<file path="src/sv/rs_pkg.sv">
// Shared types and constants for the reservoir sampler.
`default_nettype none
package rs_pkg;

  localparam int unsigned DefaultDepth = 64;
  localparam int unsigned HandleW      = 32;
  localparam int unsigned SlotW        = 6;
  localparam int unsigned SizeW        = 7;
  localparam int unsigned DivBits      = 32;
  localparam int unsigned DivCntW      = $clog2(DivBits + 1);

  localparam logic [SizeW-1:0] SizeReset = SizeW'(64);

  typedef enum logic [0:0] {
    MODE_OFFER = 1'b0,
    MODE_FLUSH = 1'b1
  } mode_e;

  typedef enum logic [0:0] {
    KIND_STORE = 1'b0,
    KIND_FLUSH = 1'b1
  } kind_e;

  typedef enum logic [2:0] {
    ST_IDLE,
    ST_DIV,
    ST_STORE,
    ST_FL_READ,
    ST_FL_EMIT
  } state_e;

endpackage
`default_nettype wire

</file>
<file path="src/sv/rs_divider.sv">
// Restoring modulo unit: one remainder bit per cycle over a 32-bit dividend.
`default_nettype none
module rs_divider (
  input  wire logic                     clk_i,
  input  wire logic                     rst_ni,
  input  wire logic                     start_i,
  input  wire logic [rs_pkg::DivBits-1:0] dividend_i,
  input  wire logic [rs_pkg::DivBits:0]   divisor_i,
  output logic                          done_o,
  output logic [rs_pkg::DivBits:0]        rem_o
);
  import rs_pkg::*;

  logic                 busy_q, busy_d;
  logic                 done_q, done_d;
  logic [DivCntW-1:0]   cnt_q, cnt_d;
  logic [DivBits:0]     rem_q, rem_d;
  logic [DivBits-1:0]   dvd_q, dvd_d;
  logic [DivBits:0]     dsr_q, dsr_d;
  logic [DivBits+1:0]   trial;
  logic [DivBits+1:0]   diff;

  assign trial = {rem_q, dvd_q[DivBits-1]};
  assign diff  = trial - {1'b0, dsr_q};

  always_comb begin
    busy_d = busy_q;
    done_d = 1'b0;
    cnt_d  = cnt_q;
    rem_d  = rem_q;
    dvd_d  = dvd_q;
    dsr_d  = dsr_q;
    if (start_i) begin
      busy_d = 1'b1;
      cnt_d  = DivCntW'(DivBits);
      rem_d  = '0;
      dvd_d  = dividend_i;
      dsr_d  = divisor_i;
    end else if (busy_q) begin
      // Keep the trial difference only when it did not go negative.
      rem_d = diff[DivBits+1] ? trial[DivBits:0] : diff[DivBits:0];
      dvd_d = {dvd_q[DivBits-2:0], 1'b0};
      cnt_d = cnt_q - DivCntW'(1);
      if (cnt_q == DivCntW'(1)) begin
        busy_d = 1'b0;
        done_d = 1'b1;
      end
    end
  end

  always_ff @(posedge clk_i or negedge rst_ni) begin
    if (!rst_ni) begin
      busy_q <= 1'b0;
      done_q <= 1'b0;
      cnt_q  <= '0;
    end else begin
      busy_q <= busy_d;
      done_q <= done_d;
      cnt_q  <= cnt_d;
    end
  end

  always_ff @(posedge clk_i) begin
    rem_q <= rem_d;
    dvd_q <= dvd_d;
    dsr_q <= dsr_d;
  end

  assign done_o = done_q;
  assign rem_o  = rem_q;

endmodule
`default_nettype wire

</file>
<file path="src/sv/reservoir_sampler.sv">
// Reservoir sampler (Algorithm R) top level with slot memory and sequencer.
//
//   channel | direction | payload
//   --------+-----------+-------------------------------------------
//   in      | sink      | mode_i, record_handle_i, random_value_i
//   cfg     | sink      | sample_size_i
//   out     | source    | kind_o, slot_o, sample_handle_o, last_o
//
// A record taken while the reservoir fills goes straight to the store state.
// Once it is full, a record runs through the bit-serial modulo unit over its
// 32 remainder steps. A flush reads and then emits one slot at a time through
// the single memory read port. Reset clears the count and the sequencer; slot
// contents are undefined until written. A stalled output holds the sequencer
// in place, and no new item is taken until it is done.
`default_nettype none
module reservoir_sampler #(
  parameter int unsigned RESERVOIR_DEPTH = rs_pkg::DefaultDepth
) (
  input  wire logic                       clk_i,
  input  wire logic                       rst_ni,
  input  wire logic                       in_valid_i,
  output logic                            in_ready_o,
  input  wire logic                       mode_i,
  input  wire logic [rs_pkg::HandleW-1:0] record_handle_i,
  input  wire logic [rs_pkg::HandleW-1:0] random_value_i,
  input  wire logic                       cfg_valid_i,
  output logic                            cfg_ready_o,
  input  wire logic [rs_pkg::SizeW-1:0]   sample_size_i,
  output logic                            out_valid_o,
  input  wire logic                       out_ready_i,
  output logic                            kind_o,
  output logic [rs_pkg::SlotW-1:0]        slot_o,
  output logic [rs_pkg::HandleW-1:0]      sample_handle_o,
  output logic                            last_o
);
  import rs_pkg::*;

  localparam int unsigned AddrW = (RESERVOIR_DEPTH > 1) ? $clog2(RESERVOIR_DEPTH) : 1;
  localparam logic [SizeW-1:0] DepthK = SizeW'(RESERVOIR_DEPTH);

  state_e               state_q, state_d;
  logic [SizeW-1:0]     size_q;
  logic [HandleW-1:0]   count_q, count_d;
  logic [HandleW-1:0]   handle_q, handle_d;
  logic [SlotW-1:0]     slot_q, slot_d;
  logic [SlotW-1:0]     idx_q, idx_d;
  logic [SizeW-1:0]     fl_m_q, fl_m_d;
  logic [HandleW-1:0]   rd_data_q;
  logic                 out_valid_q, out_valid_d;
  logic                 out_kind_q, out_kind_d;
  logic [SlotW-1:0]     out_slot_q, out_slot_d;
  logic [HandleW-1:0]   out_handle_q, out_handle_d;
  logic                 out_last_q, out_last_d;

  logic [HandleW-1:0]   mem [RESERVOIR_DEPTH];
  logic                 mem_we;
  logic [SizeW-1:0]     k_eff;
  logic                 out_free;
  logic                 fl_last;
  logic                 in_fire;
  logic                 div_start;
  logic                 div_done;
  logic [DivBits:0]     div_rem;

  // Effective sample size: zero reads as one, large values clip to the depth.
  assign k_eff = (size_q == '0) ? SizeW'(1) : ((size_q > DepthK) ? DepthK : size_q);

  assign in_ready_o  = (state_q == ST_IDLE);
  assign in_fire     = in_valid_i && in_ready_o;
  assign cfg_ready_o = 1'b1;
  assign out_free    = !out_valid_q || out_ready_i;
  assign fl_last     = ({1'b0, idx_q} + SizeW'(1)) == fl_m_q;

  rs_divider u_div (
    .clk_i      (clk_i),
    .rst_ni     (rst_ni),
    .start_i    (div_start),
    .dividend_i (random_value_i),
    .divisor_i  ({1'b0, count_q} + (DivBits + 1)'(1)),
    .done_o     (div_done),
    .rem_o      (div_rem)
  );

  always_comb begin
    state_d        = state_q;
    count_d        = count_q;
    handle_d       = handle_q;
    slot_d         = slot_q;
    idx_d          = idx_q;
    fl_m_d         = fl_m_q;
    mem_we         = 1'b0;
    div_start      = 1'b0;
    out_valid_d    = out_valid_q && !out_ready_i;
    out_kind_d     = out_kind_q;
    out_slot_d     = out_slot_q;
    out_handle_d   = out_handle_q;
    out_last_d     = out_last_q;

    unique case (state_q)
      ST_IDLE: begin
        if (in_fire) begin
          handle_d = record_handle_i;
          if (mode_e'(mode_i) == MODE_FLUSH) begin
            count_d = '0;
            idx_d   = '0;
            fl_m_d  = (count_q < HandleW'(k_eff)) ? count_q[SizeW-1:0] : k_eff;
            state_d = (fl_m_d == '0) ? ST_IDLE : ST_FL_READ;
          end else begin
            if (count_q != '1) begin
              count_d = count_q + HandleW'(1);
            end
            if (count_q < HandleW'(k_eff)) begin
              slot_d  = count_q[SlotW-1:0];
              state_d = ST_STORE;
            end else begin
              div_start = 1'b1;
              state_d   = ST_DIV;
            end
          end
        end
      end
      ST_DIV: begin
        if (div_done) begin
          if (div_rem < (DivBits + 1)'(k_eff)) begin
            slot_d  = div_rem[SlotW-1:0];
            state_d = ST_STORE;
          end else begin
            state_d = ST_IDLE;
          end
        end
      end
      ST_STORE: begin
        if (out_free) begin
          mem_we       = 1'b1;
          out_valid_d  = 1'b1;
          out_kind_d   = KIND_STORE;
          out_slot_d   = slot_q;
          out_handle_d = handle_q;
          out_last_d   = 1'b1;
          state_d      = ST_IDLE;
        end
      end
      ST_FL_READ: begin
        state_d = ST_FL_EMIT;
      end
      ST_FL_EMIT: begin
        if (out_free) begin
          out_valid_d  = 1'b1;
          out_kind_d   = KIND_FLUSH;
          out_slot_d   = idx_q;
          out_handle_d = rd_data_q;
          out_last_d   = fl_last;
          idx_d        = idx_q + SlotW'(1);
          state_d      = fl_last ? ST_IDLE : ST_FL_READ;
        end
      end
      default: begin
        state_d = ST_IDLE;
      end
    endcase
  end

  always_ff @(posedge clk_i or negedge rst_ni) begin
    if (!rst_ni) begin
      state_q     <= ST_IDLE;
      size_q      <= SizeReset;
      count_q     <= '0;
      idx_q       <= '0;
      fl_m_q      <= '0;
      out_valid_q <= 1'b0;
    end else begin
      state_q     <= state_d;
      count_q     <= count_d;
      idx_q       <= idx_d;
      fl_m_q      <= fl_m_d;
      out_valid_q <= out_valid_d;
      if (cfg_valid_i && cfg_ready_o) begin
        size_q <= sample_size_i;
      end
    end
  end

  always_ff @(posedge clk_i) begin
    handle_q     <= handle_d;
    slot_q       <= slot_d;
    out_kind_q   <= out_kind_d;
    out_slot_q   <= out_slot_d;
    out_handle_q <= out_handle_d;
    out_last_q   <= out_last_d;
  end

  always_ff @(posedge clk_i) begin
    if (mem_we) begin
      mem[slot_q[AddrW-1:0]] <= handle_q;
    end
  end

  always_ff @(posedge clk_i) begin
    if (state_q == ST_FL_READ) begin
      rd_data_q <= mem[idx_q[AddrW-1:0]];
    end
  end

  assign out_valid_o     = out_valid_q;
  assign kind_o          = out_kind_q;
  assign slot_o          = out_slot_q;
  assign sample_handle_o = out_handle_q;
  assign last_o          = out_last_q;

endmodule
`default_nettype wire
</file>
<file path="config.mk">
export PLATFORM = sky130hd
export DESIGN_NAME = reservoir_sampler
export DESIGN_NICKNAME = d
export VERILOG_FILES = /design/src/sv/rs_pkg.sv /design/src/sv/rs_divider.sv /design/src/sv/reservoir_sampler.sv
export SDC_FILE = /design/constraint.sdc
export NUM_CORES = 2
export LEC_CHECK = 0
export BUFFER_PORTS_ARGS = -buffer_cell sky130_fd_sc_hd__buf_2
export CAP_MARGIN = 20
export CORE_UTILIZATION = 40
export CTS_BUF_LIST = sky130_fd_sc_hd__clkbuf_8
export DETAILED_ROUTE_END_ITERATION = 16
export HOLD_SLACK_MARGIN = 0.03
export SETUP_SLACK_MARGIN = 0.5
export SYNTH_ARGS = -nofsm -noshare
export SYNTH_HDL_FRONTEND = slang
export SYNTH_HIERARCHICAL = 1
export SYNTH_SLANG_ARGS = --single-unit
</file>
<file path="constraint.sdc">
create_clock -name clk_i -period 5.29 [get_ports clk_i]
set_input_delay 0.2645 -clock clk_i [delete_from_list [all_inputs] [get_ports clk_i]]
set_output_delay 0.2645 -clock clk_i [all_outputs]
set_load 0.005 [all_outputs]
</file>
; ---- Word level (Yosys, flattened, before mapping)
; Memories as Yosys holds them, arrays and structs flattened. A register that Yosys moved wholly into a read port is not among the register bits.
; Cells that the tools add are included.
[op_classes]
n_addsub = 6
n_lt_le_gt_ge = 3
n_eq_ne = 15
n_mux = 57
n_reduce_logical = 21
[op_table]
columns = cell, n
row1 = 32-bit two-way mux, 6
row2 = 6-bit two-way mux, 12
row3 = 32-bit case mux with 2 select lines, 1
row4 = 6-bit case mux with 2 select lines, 3
row5 = 34-bit by 33-bit subtractor with 34-bit output, 1
row6 = "32-bit by 1-bit adder with 33-bit output, second input constant", 1
row7 = 33-bit by 7-bit less-than comparator with 1-bit output, 1
row8 = 33-bit two-way mux, 1
row9 = "32-bit by 1-bit adder with 32-bit output, second input constant", 1
row10 = 32-bit by 7-bit less-than comparator with 1-bit output, 1
row11 = "32-bit inequality test, second input constant", 1
row12 = 7-bit two-way mux, 3
row13 = 1-bit two-way mux, 19
row14 = 3-bit case mux with 5 select lines, 1
row15 = 7-bit zero test, 2
row16 = 3-bit two-way mux, 4
row17 = 2-bit two-way mux, 5
row18 = 2-bit nonzero test, 5
row19 = 3-bit AND reduction, 3
row20 = "2-bit by 1-bit inequality test with 1-bit output, second input constant", 4
row21 = "2-bit inequality test, second input constant", 4
row22 = 4-bit AND reduction, 2
row23 = "6-bit by 1-bit adder with 7-bit output, second input constant", 1
row24 = 7-bit equality test, 1
row25 = other kinds (15), 19
[word_totals]
ff_bits = 240
mem_bits_rw = 2048
in_bits = 77
out_inout_bits = 43
wordCells = 121
mem_count = 1
[memory_table]
columns = memory, depth, word_bits, read_ports, rd_clocked_by_memory_dff, write_ports, line
row1 = mem, 64, 32, 1, 1, 1, reservoir_sampler.sv:55  ; logic [HandleW-1:0] mem [RESERVOIR_DEPTH];

; ---- Logic depth before layout (Yosys ltp)
[logic_depth]
ltp_word = 10
mapped_depth = 14
ltp_nobuf = 12

; ---- Cells and area by module
; Netlist, hierarchy kept.
[by_module_without_submodules]
columns = module, n_inst, cells_each, area_per_inst_um2, seq_area_each_um2
row1 = reservoir_sampler, 1, 3880, 84740.0, 66204.7
row2 = rs_divider, 1, 615, 6132.1, 2812.7

; ---- Least setup slack after synthesis
; Ideal clock, no wire load.
[synth_path]
path_kind = reg2reg
startpoint = reg size_q[6]
endpoint = reg u_div.dvd_q[0], enable pin
setup_time_ns = 0.387
t_arrival_ns = 4.692
t_required_ns = 4.903
setup_slack_ns = 0.211
path_stages_with_launch = 11
n_path_buf = 2
period_less_slack_ns = 5.079
path_cell_list = dfstp_2 -> clkinv_1 -> ha_1 -> nand4b_1 -> a211oi_1 -> o21ai_0 -> a31oi_1 -> clkbuf_1 -> clkbuf_1 -> nor2_1 -> inv_1
[synth_between]
elab_chain_cells = 9
word_cells_on_any_way = 10
classes_between = 2 x order compare / 6 x mux / 2 x reduce/logical
[synth_lines]
columns = element, line
row1 = start: declaration, reservoir_sampler.sv:42  ; logic [SizeW-1:0] size_q;
row2 = start signal: assignment, reservoir_sampler.sv:166  ; size_q <= SizeReset;
row3 = start signal: assignment, reservoir_sampler.sv:178  ; size_q <= sample_size_i;
row4 = 7-bit > comparator, reservoir_sampler.sv:66  ; assign k_eff = (size_q == '0) ? SizeW'(1) : ((size_q > DepthK) ? DepthK : size_q);
row5 = 7-bit two-way mux, reservoir_sampler.sv:66
row6 = 7-bit two-way mux (*), reservoir_sampler.sv:66
row7 = 32-bit by 7-bit less-than comparator with 1-bit output (*), reservoir_sampler.sv:112  ; if (count_q < HandleW'(k_eff)) begin
row8 = 1-bit two-way mux (*), reservoir_sampler.sv:112
row9 = 1-bit two-way mux (*), reservoir_sampler.sv:103  ; if (mode_e'(mode_i) == MODE_FLUSH) begin
row10 = 1-bit two-way mux (*), reservoir_sampler.sv:101  ; if (in_fire) begin
row11 = 1-bit two-way mux (*), reservoir_sampler.sv:99  ; unique case (state_q)
row12 = named net div_start, reservoir_sampler.sv:61  ; logic div_start;
row13 = 2-bit nonzero test (no line) (*), --
row14 = end signal: assignment, rs_divider.sv:65  ; dvd_q <= dvd_d;
row15 = end: declaration, rs_divider.sv:18  ; logic [DivBits-1:0] dvd_q, dvd_d;
; Mark *: on every way through the listed nets, which the timed path passes. The rest lies on a longest branch.
; A chain may end at the register's enable or synchronous reset.

==> impl_metrics.env <==
export IMPL_ys_seq_area_frac=0.7595
export IMPL_crit_fanout=37
export IMPL_synth_xor_area_frac=0.005976
export IMPL_grt_pass1_wl_um=335800
export IMPL_clockBufferDepth=4
export IMPL_numCtsBuffers=383
export IMPL_hold_depth=3
export IMPL_avgSynthCellArea_um2=20.22
export IMPL_setup_viol=0
export IMPL_dr_first_iter_drc_count=4894
export IMPL_final_util=0.4632
export IMPL_endpoint_kind="flop"
export IMPL_finalHoldViolCount=0
export IMPL_yosysWarningCount=6
export IMPL_wl_per_cell_um=27.62
export IMPL_reg2regPathDepth=5
export IMPL_synth_seq_cells=2320
export IMPL_numPortBuffers=118
export IMPL_antenna_left=0
export IMPL_antenna_found_initial=7
export IMPL_whs_ns=0.1056
export IMPL_synth_top_family_by_area="multiplexers"
export IMPL_postPlaceCellArea_um2=96090
export IMPL_cts_tree="done"
export IMPL_cp_data_arrival_time_ns=4.64
export IMPL_design_power_total_mw=47.04
export IMPL_die_w_um=478.6
export IMPL_finalCritPeriodShare=0.7302
export IMPL_ys_async_sr_fraction=0.02759
export IMPL_yosys_top_cells_area="edfxtp_1 73%, mux4_2 13%, dfrtp_1 1.7%"
export IMPL_root_buffer="clkbuf_8"
export IMPL_holdPathEnd="u_div/dvd_q[19]"
export IMPL_layout_setup_ws_ns=1.427
export IMPL_synth_fa_ha_area_frac=0.006967
export IMPL_fin_tns_setup_ns=0
export IMPL_hpwl_um=140200
export IMPL_synthMuxAreaShare=0.1383
export IMPL_synthTopCellsByCount="2223 x edfxtp_1, 512 x mux4_2, 152 x nor2_1"
export IMPL_ys_types=77
export IMPL_fmax_mhz=258.9
export IMPL_grt_pass1_vias=48080
export IMPL_initial_core_util=0.4033
export IMPL_drv_slew=0
export IMPL_min_path_type="input port to flop"
export IMPL_synth_top_area_frac=0.7346
export IMPL_min_from="random_value_i[19]"
export IMPL_synthToLayoutAreaGrowth_pct=14.86
export IMPL_clkSinkCount=2320
export IMPL_cp_required_ns=6.06
export IMPL_peakVddDrop_mv=0.3397
export IMPL_nFillCells=18820
export IMPL_slew_headroom=0.2448
export IMPL_r2r_slack_ns=1.43
export IMPL_drc_errors=0
export IMPL_yosys_area_share_simple=0.02951
export IMPL_clock_latency_ns=1.09
export IMPL_fin_cells=8343
export IMPL_first_pass_iters=8
export IMPL_die_height_um=478.6
export IMPL_routabilityCongestion=0.8609
export IMPL_synth_most_common_cell="edfxtp_1"
export IMPL_dieArea_um2=229100
export IMPL_yosys_area_top_type="edfxtp_1"
export IMPL_min_period_ns=3.863
export IMPL_dp_worst_setup_slack_ns=1.359
export IMPL_fin_nets=5188
export IMPL_fin_area_um2=104400
export IMPL_netlist_instances=4495
export IMPL_row_count=174
export IMPL_synth_ff_type="edfxtp_1"
export IMPL_grt_overflow=0
export IMPL_htreeDepth=5
export IMPL_leakagePower_nw=33.29
export IMPL_core_area_um2=225300
export IMPL_synth_edf_count=2223
export IMPL_dp_cells=7521
export IMPL_viasPerCell=5.660
export IMPL_clk_pin_slew_ns=0.06
export IMPL_worst_pin_slew_ns=1.130
export IMPL_finalClockSkew_ns=0.09228
export IMPL_r2r_end="rd_data_q[10]"
export IMPL_r2r_start="idx_q[0]"
export IMPL_syn_nets=4622
export IMPL_grt_max_degree=103
export IMPL_num_io_pins=120
export IMPL_vias=47220
export IMPL_wl_um=230500
export IMPL_grt_total_usage=0.1995
export IMPL_synth_compound_area_frac=0.04418
export IMPL_start_kind="flop"
export IMPL_post_cts_buffers=0
export IMPL_power_density_nw_per_um2=450.7
export IMPL_syn_cell_area_um2=90870
export IMPL_drive_gt1_frac=0.2665
export IMPL_path_class="flop to flop"
export IMPL_rsz0062_at_grt="no"
export IMPL_drv_cap=0
export IMPL_status="completed"
==> cells by family (layout without fill, tap and decap cells) <==
group	after synthesis	after routing
flip-flops	2320	2320
AO/OA/AOI/OAI	613	613
multiplexers	605	605
AND/OR/NAND/NOR	531	531
buffers and inverters	313	1165
XOR/XNOR	62	62
adder cells (fa/ha/maj)	50	50
other	1	5
==> what timing repair did <==
item	4_1_cts	5_1_grt
hold buffers	140	0
hold endpoints to repair	169	0
gates resized for setup	0	0
==> power breakdown <==
part	leakage, nW	switching [mW]	total [mW]	internal [mW]
Combinational	8.20	6.06	10.4	4.34
Sequential	21.2	0.686	22.5	21.8
Clock	3.94	6.99	14.2	7.19
Total	33.3	13.7	47.0	33.3
==> layout by cell type (no fill, tap or decap), types with 66 or more instances in the layout <==
| master | Yosys | layout |
|---|---|---|
| a22oi_1 | 145 | 145 |
| edfxtp_1 | 2223 | 2223 |
| mux2_2 | 81 | 81 |
| nand2_1 | 115 | 115 |
| a21oi_1 | 118 | 118 |
| clkinv_1 | 2 | 95 |
| dlygate4sd3_1 | 0 | 140 |
| nor2_4 | 0 | 66 |
| buf_4 | 28 | 144 |
| inv_1 | 63 | 193 |
| nor2_1 | 152 | 86 |
| buf_2 | 78 | 118 |
| clkbuf_8 | 0 | 396 |
| o22ai_1 | 113 | 113 |
| mux4_2 | 512 | 512 |
| o21ai_0 | 69 | 69 |
==> routing by layer <==
| layer | global-route usage | wire length [um] | up-vias |
|---|---|---|---|
| met5 | 0 | 13 | - |
| met4 | 0.05621 | 5397 | 2 |
| met3 | 0.03190 | 14520 | 385 |
| met2 | 0.3259 | 112800 | 1820 |
| met1 | 0.2773 | 97750 | 25040 |
| li1 | - | - | 19970 |
==> how the worst max path moves through the flow <==
stage                         from  cells past startpoint         endpoint
CTS                 u_div/rem_o[3]                     10  u_div/rem_o[20]
global route            state_q[1]                      6      mem[48][10]
finish                    idx_q[0]                      5    rd_data_q[10]
floorplan                size_q[6]                     10   u_div/dvd_q[0]
global placement    u_div/dsr_q[1]                     11  u_div/rem_o[20]
detailed placement  u_div/rem_o[3]                     10  u_div/rem_o[20]
==> area by class of cell <==
class                      count  area, um^2  share of cell area
sequential                  2320       69030              0.6613
multi-input combinational   1862       20990              0.2011
clock buffer                 396        5450             0.05222
tap                         2992        3744             0.03587
timing repair buffer         429        3635             0.03482
clock inverter               275        1274             0.01220
inverter                      65       245.2            0.002350
antenna                        4       10.01          0.00009590
==> state kept, by name, summed over array words and instances (netlist names), 6 cells and up <==
register / flops
count_q: 32
fl_m_q: 7
handle_q: 32
idx_q: 6
mem: 2048
rd_data_q: 32
sample_handle_o: 32
size_q: 7
slot_o: 6
slot_q: 6
u_div/cnt_q: 6
u_div/dsr_q: 33
u_div/dvd_q: 32
u_div/rem_o: 33
==> critical path: stages (launching register included) <==
cell     delay, ns
dfrtp_4       1.10
buf_12        0.35
mux4_2        0.58
a22oi_1       0.37
a21oi_1       0.37
or4_1         0.66
Power figures use the tool's default switching activity.
